[src/rtl/core/cas_pkg.sv]
`default_nettype none

package cas_pkg;

  localparam int MAX_WIDTH  = 1024;
  localparam int MAX_HEIGHT = 1024;

  // Field and register widths
  localparam int SIZE_W = 11;
  localparam int POP_W  = 4;
  localparam int CNT_W  = 4;

  localparam int COL_W = $clog2(MAX_WIDTH);
  // Row counter reaches at most MAX_HEIGHT + 1 before the frame restarts
  localparam int ROW_W = $clog2(MAX_HEIGHT + 2);
  localparam int DIM_A = (SIZE_W > ROW_W) ? SIZE_W : ROW_W;
  localparam int DIM_W = (DIM_A > COL_W + 1) ? DIM_A : COL_W + 1;

  localparam int QUEUE_DEPTH = 4;
  localparam int QPTR_W      = $clog2(QUEUE_DEPTH);

  // Configuration port
  localparam int PDATA_W   = 32;
  localparam int REG_IDX_W = 2;
  localparam int PADDR_W   = REG_IDX_W + 2;

  localparam logic [REG_IDX_W-1:0] REG_GRID_WIDTH  = REG_IDX_W'(0);
  localparam logic [REG_IDX_W-1:0] REG_GRID_HEIGHT = REG_IDX_W'(1);
  localparam logic [REG_IDX_W-1:0] REG_UNDER_POP   = REG_IDX_W'(2);
  localparam logic [REG_IDX_W-1:0] REG_OVER_POP    = REG_IDX_W'(3);

  localparam logic [SIZE_W-1:0] GRID_WIDTH_RST  = SIZE_W'(80);
  localparam logic [SIZE_W-1:0] GRID_HEIGHT_RST = SIZE_W'(50);
  localparam logic [POP_W-1:0]  UNDER_POP_RST   = POP_W'(2);
  localparam logic [POP_W-1:0]  OVER_POP_RST    = POP_W'(5);

  localparam logic KIND_CELL  = 1'b0;
  localparam logic KIND_FLUSH = 1'b1;

  // One classified beat passed from front to back
  typedef struct packed {
    logic             wall;
    logic [COL_W-1:0] col;
    logic             has_res;
    logic             m_left;
    logic             m_right;
    logic             m_top;
    logic             m_bottom;
    logic             last;
  } cas_item_t;

  function automatic logic [DIM_W-1:0] clamp_dim(logic [SIZE_W-1:0] v,
                                                  logic [DIM_W-1:0]  hi);
    logic [DIM_W-1:0] x;
    x = DIM_W'(v);
    if (x < DIM_W'(2)) begin
      return DIM_W'(2);
    end else if (x > hi) begin
      return hi;
    end
    return x;
  endfunction

endpackage

`default_nettype wire

[src/rtl/core/cave_automaton_smoothing_step.sv]
// Throughput: one beat per cycle in steady state while the output is not stalled, cells and flush beats alike.
// Path: a beat that releases a result passes the queue and the stage register, and
//   the result is then registered in the output register; that beat trails its cell by one row plus one cell.
// Reset: configuration returns to 80 x 50, limits 2 and 5; the row store is then
//   swept to zero, entry by entry, with in_stall_o high throughout.
`default_nettype none

module cave_automaton_smoothing_step (
  input  wire logic                       clk_i,
  input  wire logic                       rst_ni,
  input  wire logic                       psel,
  input  wire logic                       penable,
  input  wire logic                       pwrite,
  input  wire logic [cas_pkg::PADDR_W-1:0] paddr,
  input  wire logic [cas_pkg::PDATA_W-1:0] pwdata,
  output logic [cas_pkg::PDATA_W-1:0]      prdata,
  output logic                            pready,
  input  wire logic                       in_valid_i,
  output logic                            in_stall_o,
  input  wire logic                       kind_i,
  input  wire logic                       is_wall_i,
  output logic                            out_valid_o,
  input  wire logic                       out_stall_i,
  output logic                            new_is_wall_o,
  output logic [cas_pkg::CNT_W-1:0]       neighbour_walls_o,
  output logic                            frame_last_o
);
  import cas_pkg::*;

  logic [SIZE_W-1:0]    grid_width_q, grid_height_q;
  logic [POP_W-1:0]     under_pop_q, over_pop_q;
  logic [REG_IDX_W-1:0] reg_idx;
  logic                 cfg_wr;

  cas_item_t            f_item, q_head;
  logic                 push, pop, q_empty, q_full, clr_busy;

  assign pready  = 1'b1;
  assign reg_idx = paddr[PADDR_W-1:2];
  assign cfg_wr  = psel & penable & pwrite & pready;

  always_ff @(posedge clk_i or negedge rst_ni) begin
    if (!rst_ni) begin
      grid_width_q  <= GRID_WIDTH_RST;
      grid_height_q <= GRID_HEIGHT_RST;
      under_pop_q   <= UNDER_POP_RST;
      over_pop_q    <= OVER_POP_RST;
    end else if (cfg_wr) begin
      case (reg_idx)
        REG_GRID_WIDTH:  grid_width_q  <= pwdata[SIZE_W-1:0];
        REG_GRID_HEIGHT: grid_height_q <= pwdata[SIZE_W-1:0];
        REG_UNDER_POP:   under_pop_q   <= pwdata[POP_W-1:0];
        REG_OVER_POP:    over_pop_q    <= pwdata[POP_W-1:0];
        default: ;
      endcase
    end
  end

  always_comb begin
    case (reg_idx)
      REG_GRID_WIDTH:  prdata = PDATA_W'(grid_width_q);
      REG_GRID_HEIGHT: prdata = PDATA_W'(grid_height_q);
      REG_UNDER_POP:   prdata = PDATA_W'(under_pop_q);
      REG_OVER_POP:    prdata = PDATA_W'(over_pop_q);
      default:         prdata = '0;
    endcase
  end

  cas_front u_front (
    .clk_i         (clk_i),
    .rst_ni        (rst_ni),
    .grid_width_i  (grid_width_q),
    .grid_height_i (grid_height_q),
    .in_valid_i    (in_valid_i),
    .in_stall_o    (in_stall_o),
    .kind_i        (kind_i),
    .is_wall_i     (is_wall_i),
    .clr_busy_i    (clr_busy),
    .q_full_i      (q_full),
    .push_o        (push),
    .item_o        (f_item)
  );

  cas_queue u_queue (
    .clk_i   (clk_i),
    .rst_ni  (rst_ni),
    .push_i  (push),
    .item_i  (f_item),
    .pop_i   (pop),
    .head_o  (q_head),
    .empty_o (q_empty),
    .full_o  (q_full)
  );

  cas_back u_back (
    .clk_i             (clk_i),
    .rst_ni            (rst_ni),
    .under_pop_i       (under_pop_q),
    .over_pop_i        (over_pop_q),
    .head_i            (q_head),
    .empty_i           (q_empty),
    .pop_o             (pop),
    .clr_busy_o        (clr_busy),
    .out_valid_o       (out_valid_o),
    .out_stall_i       (out_stall_i),
    .new_is_wall_o     (new_is_wall_o),
    .neighbour_walls_o (neighbour_walls_o),
    .frame_last_o      (frame_last_o)
  );

endmodule

`default_nettype wire

[src/rtl/core/cas_front.sv]
`default_nettype none

module cas_front (
  input  wire logic                      clk_i,
  input  wire logic                      rst_ni,
  input  wire logic [cas_pkg::SIZE_W-1:0] grid_width_i,
  input  wire logic [cas_pkg::SIZE_W-1:0] grid_height_i,
  input  wire logic                      in_valid_i,
  output logic                           in_stall_o,
  input  wire logic                      kind_i,
  input  wire logic                      is_wall_i,
  input  wire logic                      clr_busy_i,
  input  wire logic                      q_full_i,
  output logic                           push_o,
  output cas_pkg::cas_item_t             item_o
);
  import cas_pkg::*;

  localparam logic [DIM_W-1:0] MAX_W_D = DIM_W'(MAX_WIDTH);
  localparam logic [DIM_W-1:0] MAX_H_D = DIM_W'(MAX_HEIGHT);

  logic [COL_W-1:0] col_q, col_d;
  logic [ROW_W-1:0] row_q, row_d;

  logic [DIM_W-1:0] w, h, colx, rowx, c, oc, orow, nc;
  logic             cond, drop, last, accept;

  assign in_stall_o = clr_busy_i | q_full_i;
  assign accept     = in_valid_i & ~in_stall_o;
  assign push_o     = accept;

  always_comb begin
    w    = clamp_dim(grid_width_i, MAX_W_D);
    h    = clamp_dim(grid_height_i, MAX_H_D);
    colx = DIM_W'(col_q);
    rowx = DIM_W'(row_q);
    // a column left over from a wider grid starts over at zero
    c    = (colx >= w) ? '0 : colx;
    cond = (rowx >= DIM_W'(2)) || ((rowx == DIM_W'(1)) && (c != '0));
    if (c != '0) begin
      oc   = c - DIM_W'(1);
      orow = rowx - DIM_W'(1);
    end else begin
      oc   = w - DIM_W'(1);
      orow = rowx - DIM_W'(2);
    end
    drop = orow >= h;
    last = (orow == h - DIM_W'(1)) && (oc == w - DIM_W'(1));
    nc   = c + DIM_W'(1);

    if (cond && (drop || last)) begin
      col_d = '0;
      row_d = '0;
    end else if (nc >= w) begin
      col_d = '0;
      row_d = row_q + ROW_W'(1);
    end else begin
      col_d = COL_W'(nc);
      row_d = row_q;
    end

    item_o.wall     = (kind_i == KIND_FLUSH) ? 1'b0 : is_wall_i;
    item_o.col      = COL_W'(c);
    item_o.has_res  = cond & ~drop;
    item_o.m_left   = (oc == '0);
    item_o.m_right  = (oc == w - DIM_W'(1));
    item_o.m_top    = (orow == '0);
    item_o.m_bottom = (orow == h - DIM_W'(1));
    item_o.last     = last;
  end

  always_ff @(posedge clk_i or negedge rst_ni) begin
    if (!rst_ni) begin
      col_q <= '0;
      row_q <= '0;
    end else if (accept) begin
      col_q <= col_d;
      row_q <= row_d;
    end
  end

endmodule

`default_nettype wire

[src/rtl/core/cas_queue.sv]
`default_nettype none

module cas_queue (
  input  wire logic               clk_i,
  input  wire logic               rst_ni,
  input  wire logic               push_i,
  input  wire cas_pkg::cas_item_t item_i,
  input  wire logic               pop_i,
  output cas_pkg::cas_item_t      head_o,
  output logic                    empty_o,
  output logic                    full_o
);
  import cas_pkg::*;

  cas_item_t         slot_q [QUEUE_DEPTH];
  logic [QPTR_W-1:0] wr_ptr_q, rd_ptr_q;
  logic [QPTR_W:0]   count_q;

  assign empty_o = (count_q == '0);
  assign full_o  = (count_q == (QPTR_W+1)'(QUEUE_DEPTH));
  assign head_o  = slot_q[rd_ptr_q];

  always_ff @(posedge clk_i) begin
    if (push_i) begin
      slot_q[wr_ptr_q] <= item_i;
    end
  end

  always_ff @(posedge clk_i or negedge rst_ni) begin
    if (!rst_ni) begin
      wr_ptr_q <= '0;
      rd_ptr_q <= '0;
      count_q  <= '0;
    end else begin
      if (push_i) begin
        wr_ptr_q <= (wr_ptr_q == QPTR_W'(QUEUE_DEPTH - 1)) ? '0 : wr_ptr_q + QPTR_W'(1);
      end
      if (pop_i) begin
        rd_ptr_q <= (rd_ptr_q == QPTR_W'(QUEUE_DEPTH - 1)) ? '0 : rd_ptr_q + QPTR_W'(1);
      end
      if (push_i && !pop_i) begin
        count_q <= count_q + (QPTR_W+1)'(1);
      end else if (pop_i && !push_i) begin
        count_q <= count_q - (QPTR_W+1)'(1);
      end
    end
  end

endmodule

`default_nettype wire

[src/rtl/core/cas_back.sv]
`default_nettype none

module cas_back (
  input  wire logic                      clk_i,
  input  wire logic                      rst_ni,
  input  wire logic [cas_pkg::POP_W-1:0] under_pop_i,
  input  wire logic [cas_pkg::POP_W-1:0] over_pop_i,
  input  wire cas_pkg::cas_item_t        head_i,
  input  wire logic                      empty_i,
  output logic                           pop_o,
  output logic                           clr_busy_o,
  output logic                           out_valid_o,
  input  wire logic                      out_stall_i,
  output logic                           new_is_wall_o,
  output logic [cas_pkg::CNT_W-1:0]      neighbour_walls_o,
  output logic                           frame_last_o
);
  import cas_pkg::*;

  localparam logic [8:0] MASK_CENTER = 9'h010;
  localparam logic [8:0] MASK_LEFT   = 9'h1C0;
  localparam logic [8:0] MASK_RIGHT  = 9'h007;
  localparam logic [8:0] MASK_TOP    = 9'h049;
  localparam logic [8:0] MASK_BOTTOM = 9'h124;

  // Row store: bit0 newest cell of the column, bit1 the one above it
  logic [1:0]       mem [MAX_WIDTH];
  logic [1:0]       rd_q;
  logic             rd_en, wr_en;
  logic [COL_W-1:0] wr_addr;
  logic [1:0]       wr_data;

  logic             clr_busy_q;
  logic [COL_W-1:0] clr_addr_q;

  cas_item_t        a_q;
  logic             a_v_q, a_fire;
  logic             fwd_q;
  logic [1:0]       fwd_d_q;

  logic [8:0]       win_q, win_d, mask, bits;
  logic [1:0]       e;
  logic [CNT_W-1:0] cnt;

  logic             out_v_q, out_wall_q, out_last_q;
  logic [CNT_W-1:0] out_cnt_q;

  assign clr_busy_o = clr_busy_q;

  assign a_fire = a_v_q & (~a_q.has_res | ~out_v_q | ~out_stall_i);
  assign pop_o  = ~empty_i & (~a_v_q | a_fire);
  assign rd_en  = pop_o;

  always_comb begin
    // take the row entry written on the edge the read was issued
    e     = fwd_q ? fwd_d_q : rd_q;
    win_d = {win_q[5:0], a_q.wall, e[0], e[1]};
    mask  = ~MASK_CENTER;
    if (a_q.m_left) begin
      mask = mask & ~MASK_LEFT;
    end
    if (a_q.m_right) begin
      mask = mask & ~MASK_RIGHT;
    end
    if (a_q.m_top) begin
      mask = mask & ~MASK_TOP;
    end
    if (a_q.m_bottom) begin
      mask = mask & ~MASK_BOTTOM;
    end
    bits = win_d & mask;
    cnt  = '0;
    for (int k = 0; k < 9; k++) begin
      cnt = cnt + CNT_W'(bits[k]);
    end

    wr_en   = clr_busy_q | a_fire;
    wr_addr = clr_busy_q ? clr_addr_q : a_q.col;
    wr_data = clr_busy_q ? 2'b00 : {e[0], a_q.wall};
  end

  always_ff @(posedge clk_i) begin
    if (wr_en) begin
      mem[wr_addr] <= wr_data;
    end
    if (rd_en) begin
      rd_q <= mem[head_i.col];
    end
  end

  always_ff @(posedge clk_i) begin
    if (pop_o) begin
      a_q     <= head_i;
      fwd_d_q <= wr_data;
    end
    if (a_fire && a_q.has_res) begin
      out_wall_q <= (cnt <= under_pop_i) || (cnt > over_pop_i);
      out_cnt_q  <= cnt;
      out_last_q <= a_q.last;
    end
  end

  always_ff @(posedge clk_i or negedge rst_ni) begin
    if (!rst_ni) begin
      clr_busy_q <= 1'b1;
      clr_addr_q <= '0;
      a_v_q      <= 1'b0;
      fwd_q      <= 1'b0;
      win_q      <= '0;
      out_v_q    <= 1'b0;
    end else begin
      // sweep the row store once after reset
      if (clr_busy_q) begin
        clr_addr_q <= clr_addr_q + COL_W'(1);
        if (clr_addr_q == COL_W'(MAX_WIDTH - 1)) begin
          clr_busy_q <= 1'b0;
        end
      end
      if (pop_o) begin
        a_v_q <= 1'b1;
        fwd_q <= a_fire && (a_q.col == head_i.col);
      end else if (a_fire) begin
        a_v_q <= 1'b0;
      end
      if (a_fire) begin
        win_q <= win_d;
      end
      if (a_fire && a_q.has_res) begin
        out_v_q <= 1'b1;
      end else if (!out_stall_i) begin
        out_v_q <= 1'b0;
      end
    end
  end

  assign out_valid_o       = out_v_q;
  assign new_is_wall_o     = out_wall_q;
  assign neighbour_walls_o = out_cnt_q;
  assign frame_last_o      = out_last_q;

endmodule

`default_nettype wire

[config.mk]
export PLATFORM = sky130hd
export DESIGN_NAME = cave_automaton_smoothing_step
export DESIGN_NICKNAME = d
export VERILOG_FILES = /design/src/rtl/core/cas_pkg.sv /design/src/rtl/core/cave_automaton_smoothing_step.sv /design/src/rtl/core/cas_front.sv /design/src/rtl/core/cas_queue.sv /design/src/rtl/core/cas_back.sv
export SDC_FILE = /design/constraint.sdc
export NUM_CORES = 2
export LEC_CHECK = 0
export ABC_AREA = 1
export BUFFER_PORTS_ARGS = -buffer_cell sky130_fd_sc_hd__buf_4
export CELL_PAD_IN_SITES_DETAIL_PLACEMENT = 2
export CELL_PAD_IN_SITES_GLOBAL_PLACEMENT = 2
export CORE_ASPECT_RATIO = 1.1
export CORE_MARGIN = 2
export CORE_UTILIZATION = 47
export CTS_CLUSTER_SIZE = 30
export DETAILED_ROUTE_END_ITERATION = 8
export PLACE_DENSITY_LB_ADDON = 0.1
export SLEW_MARGIN = 40
export SYNTH_ARGS = -nofsm -noshare
export SYNTH_HDL_FRONTEND = slang
export SYNTH_SLANG_ARGS = --single-unit
export TNS_END_PERCENT = 20
[constraint.sdc]
create_clock -name clk_i -period 60.1 [get_ports clk_i]
set_clock_uncertainty 0.05 [all_clocks]
set_input_delay 12.02 -clock clk_i [delete_from_list [all_inputs] [get_ports clk_i]]
set_output_delay 12.02 -clock clk_i [all_outputs]
set_load 0.03 [all_outputs]
==> run summary <==
# DRC - 0
Synth Area in Adders - 0.866%
final hold violation count - 0
# IOs - 86
Max Clock Freq - 39.6 MHz
core box area - 204000 um2
post-synth top area cell - edfxtp_1
Synth Instances - 8618
CP startpoint kind - input port
first-pass GRT wire length - 517000 um
syn_area_per_cell - 11.2 um2
largest net degree at the start of global routing - 189
initial DRC count - 6978
Setup violations, final - 0
top_reg_cell synth - edfxtp_1
IO buf count - 40
area of the die - 210000 um2
total negative slack - 0 ps
layout cell share with drive strength beyond 1 - 7.19%
via count - 71.0k
GRT busiest layer - met2
PostCTS Resize Cnt - 0
clock latency on the worst-skew pair - 910 ps
Synth cell types - 57
router iterations before antenna repair - 5
period utilization - 42.1%
grt met2 use - 57.5%
top-area cell type share of the netlist area - 66.5%
CP Data Required Time - 48030 ps
Post-synth EDFFs - 2143
Pins Over Slew Limit - 0
Maximum Capacitance Violations - 0
Worst Tran Pin Value - 980 ps
Simple-Gate Fraction of Synth Area - 15.6%
GRT Resource Usage Total - 33.3%
Hold WC Path Type - reg -> reg
mux cell area share after synthesis - 0.0427%
CP Data Arrival Time - 13210 ps
Worst-path clk slew - 60 ps
Congestion Overflow GR - 0
die height - 480 um
yosys warns - 0
met1 Use GR - 41.4%
Clock Path Buffers - 3
Final min period - 25280 ps
slowest CP cell - nor2_1
Via density - 6.30
CTS Buf Count - 229
Reg2Reg Depth - 36
# nets final - 8446
CTS Root Buffer Type - clkbuf_16
FP Rows - 174
Post-synth ARST share - 3.51%
main combinational cell family by area after synthesis - simple AND/OR/NAND/NOR gates
H-Tree Depth - 4
Slew HR - 34.7%
vias in the first global route - 77.0k
critical path class - in -> out
Final HPWL DP - 193000 um
clock sinks - 2221
final WL - 355000 um
post-synthesis register bit count - 2221
crit-path cells - buf_4 -> inv_1 -> nor2_1 -> inv_1 -> o22ai_1 -> buf_4
CTS tree - built
initial antenna violation count - 10
Layout area overhead - 10.2%
grt met3 use - 4.51%
pwr dens - 59.7 nW/um2
crit end category - output pin
Compound-Gate Fraction of Synth Area - 10.4%
wire per inst - 31.6 um
Syn Std Cell Area - 96800 um2
RSZ-0062 raised after global routing - false
sequential area share after synthesis - 68.5%
setup bufs post-CTS - 0
Synth Area in XOR/XNOR - 0.461%
Max VDD drop - 0.105 mV
gpl congestion - 0.793
Hold Crit Depth - 2
initial cell density of the core - 47.3%
hold-fix buffers at CTS - 0
worst hold margin - 451 ps
status - finished, final reports clean
die width - 437 um
Crit path largest cell delay - 410 ps
crit path max fanout - 7
Final ANT Viol Nets - 0
top cells by area, synth - edfxtp_1, nor2_1, o21ai_0
Leak - 34.3 nW
==> flip-flops by register name, summed over array words and instances (netlist names), 2 cells and up <==
signal and flops:
over_pop_q 4, u_back.a_q 17, grid_width_q 11, u_queue.count_q 3, u_back.mem 2048, u_front.row_q 11, u_queue.slot_q 68, u_back.fwd_d_q 2
under_pop_q 4, u_back.neighbour_walls_o 4, u_front.col_q 10, u_back.rd_q 2, grid_height_q 11, u_queue.wr_ptr_q 2, u_back.win_q 6, u_queue.rd_ptr_q 2
u_back.clr_addr_q 10
==> worst max-delay path: cells and delay by family <==
| family | cells | cell delay (ps) |
|---|---|---|
| and+or+nand+nor | 1 | 410 |
| AOI/OAI and AO/OA | 1 | 200 |
| buffers and inverters | 4 | 570 |
==> where the power goes <==
group / total (mW) / leakage [nW] / switching, mW / internal, mW
Sequential: 2.00 / 20.3 / 0.0262 / 1.97
Clock: 1.38 / 3.41 / 0.632 / 0.745
Combinational: 3.00 / 10.6 / 2.31 / 0.692
==> placed cells by master (no fill, tap or decap), types with 9 or more instances in the layout <==
master and count:
a21oi_1 29, buf_12 14, buf_4 110, buf_6 39, bufinv_16 9, clkbuf_1 52, clkbuf_16 230, clkinv_1 75
clkinv_2 34, clkinv_8 9, conb_1 22, dfrtp_1 69, dfstp_2 9, edfxtp_1 2143, ha_1 59, inv_1 237
inv_2 13, nand2_1 394, nand2_2 9, nand2_4 13, nand2_8 27, nand3_1 349, nand4_1 28, nor2_1 2920
nor2_2 13, nor3_1 15, o211ai_1 262, o21ai_0 624, o22ai_1 53, o311ai_0 246, o311ai_1 12, o32ai_1 228
or2_2 33, xor2_1 45
==> worst paths after layout <==
| kind | from | end | slack, ps |
|---|---|---|---|
| setup / recovery | paddr[2] | prdata[7] | 34820 |
| hold / removal | under_pop_q[1] | under_pop_q[1] | 450 |
| setup reg to reg | grid_width_q[9] | u_front.row_q[0] | 52930 |
| hold reg to reg | under_pop_q[1] | under_pop_q[1] | 450 |
| max in group asynchronous | rst_ni | u_back.clr_addr_q[5] | 48090 |
| min in group asynchronous | rst_ni | u_front.row_q[3] | 10990 |
==> cell families (layout without fill, tap and decap cells) <==
family                   Yosys count  count (layout)
XOR/XNOR                          51              51
AO/OA/AOI/OAI                   1487            1487
other                              2              27
buffers and inverters            961             850
multiplexers                       4               4
flip-flops                      2221            2221
adder cells (fa/ha/maj)           64              64
AND/OR/NAND/NOR                 3828            3828
==> synth_stat cells (all sizes together) (2+ instances only) <==
| master | count |
|---|---|
| nor2 | 2937 |
| edfxtp | 2143 |
| o21ai | 633 |
| clkbuf | 486 |
| nand2 | 443 |
| nand3 | 356 |
| o211ai | 262 |
| o311ai | 258 |
| inv | 254 |
| o32ai | 228 |
| buf | 216 |
| dfrtp | 69 |
| ha | 59 |
| o22ai | 53 |
| xor2 | 45 |
| or2 | 34 |
| a21oi | 31 |
| nand4 | 28 |
| nor3 | 18 |
| dfstp | 9 |
| xnor2 | 6 |
| a211oi | 5 |
| clkinv | 5 |
| fa | 5 |
| nand3b | 5 |
| o2111ai | 5 |
| nor4 | 4 |
| o41ai | 4 |
| and3 | 3 |
| mux2i | 3 |
| o31ai | 3 |
| a31oi | 2 |
| conb | 2 |
==> per-layer routing <==
metal | vias to the layer above | share of wire, %
met5 | - | 0.0048
met4 | 4 | 5.5
met3 | 906 | 5.8
met2 | 2762 | 50
met1 | 37104 | 39
li1 | 30194 | -
==> stage by stage <==
stage	util [%]	power [mW]	cell area, um2	cells	worst slack [ps]
global placement	48.4	4.68	99000	10824	34840
finish	52.2	6.37	107000	11260	34820
global route	52.2	6.64	107000	11256	34640
floorplan	-	4.06	96900	8638	30880
CTS	52.1	6.33	106000	11248	34770
detailed placement	48.6	4.91	99400	10827	34780
==> cell type report <==
type | count | area [um2]
Clock buffer | 287 | 6020
Inverter | 259 | 1010
Multi-Input combinational cell | 5456 | 27200
Tap cell | 2728 | 3410
Antenna cell | 5 | 12.5
Sequential cell | 2221 | 66300
Fill cell | 19722 | 97700
Clock inverter | 134 | 975
Timing Repair Buffer | 170 | 1710
(Power assumes the default switching activity.)
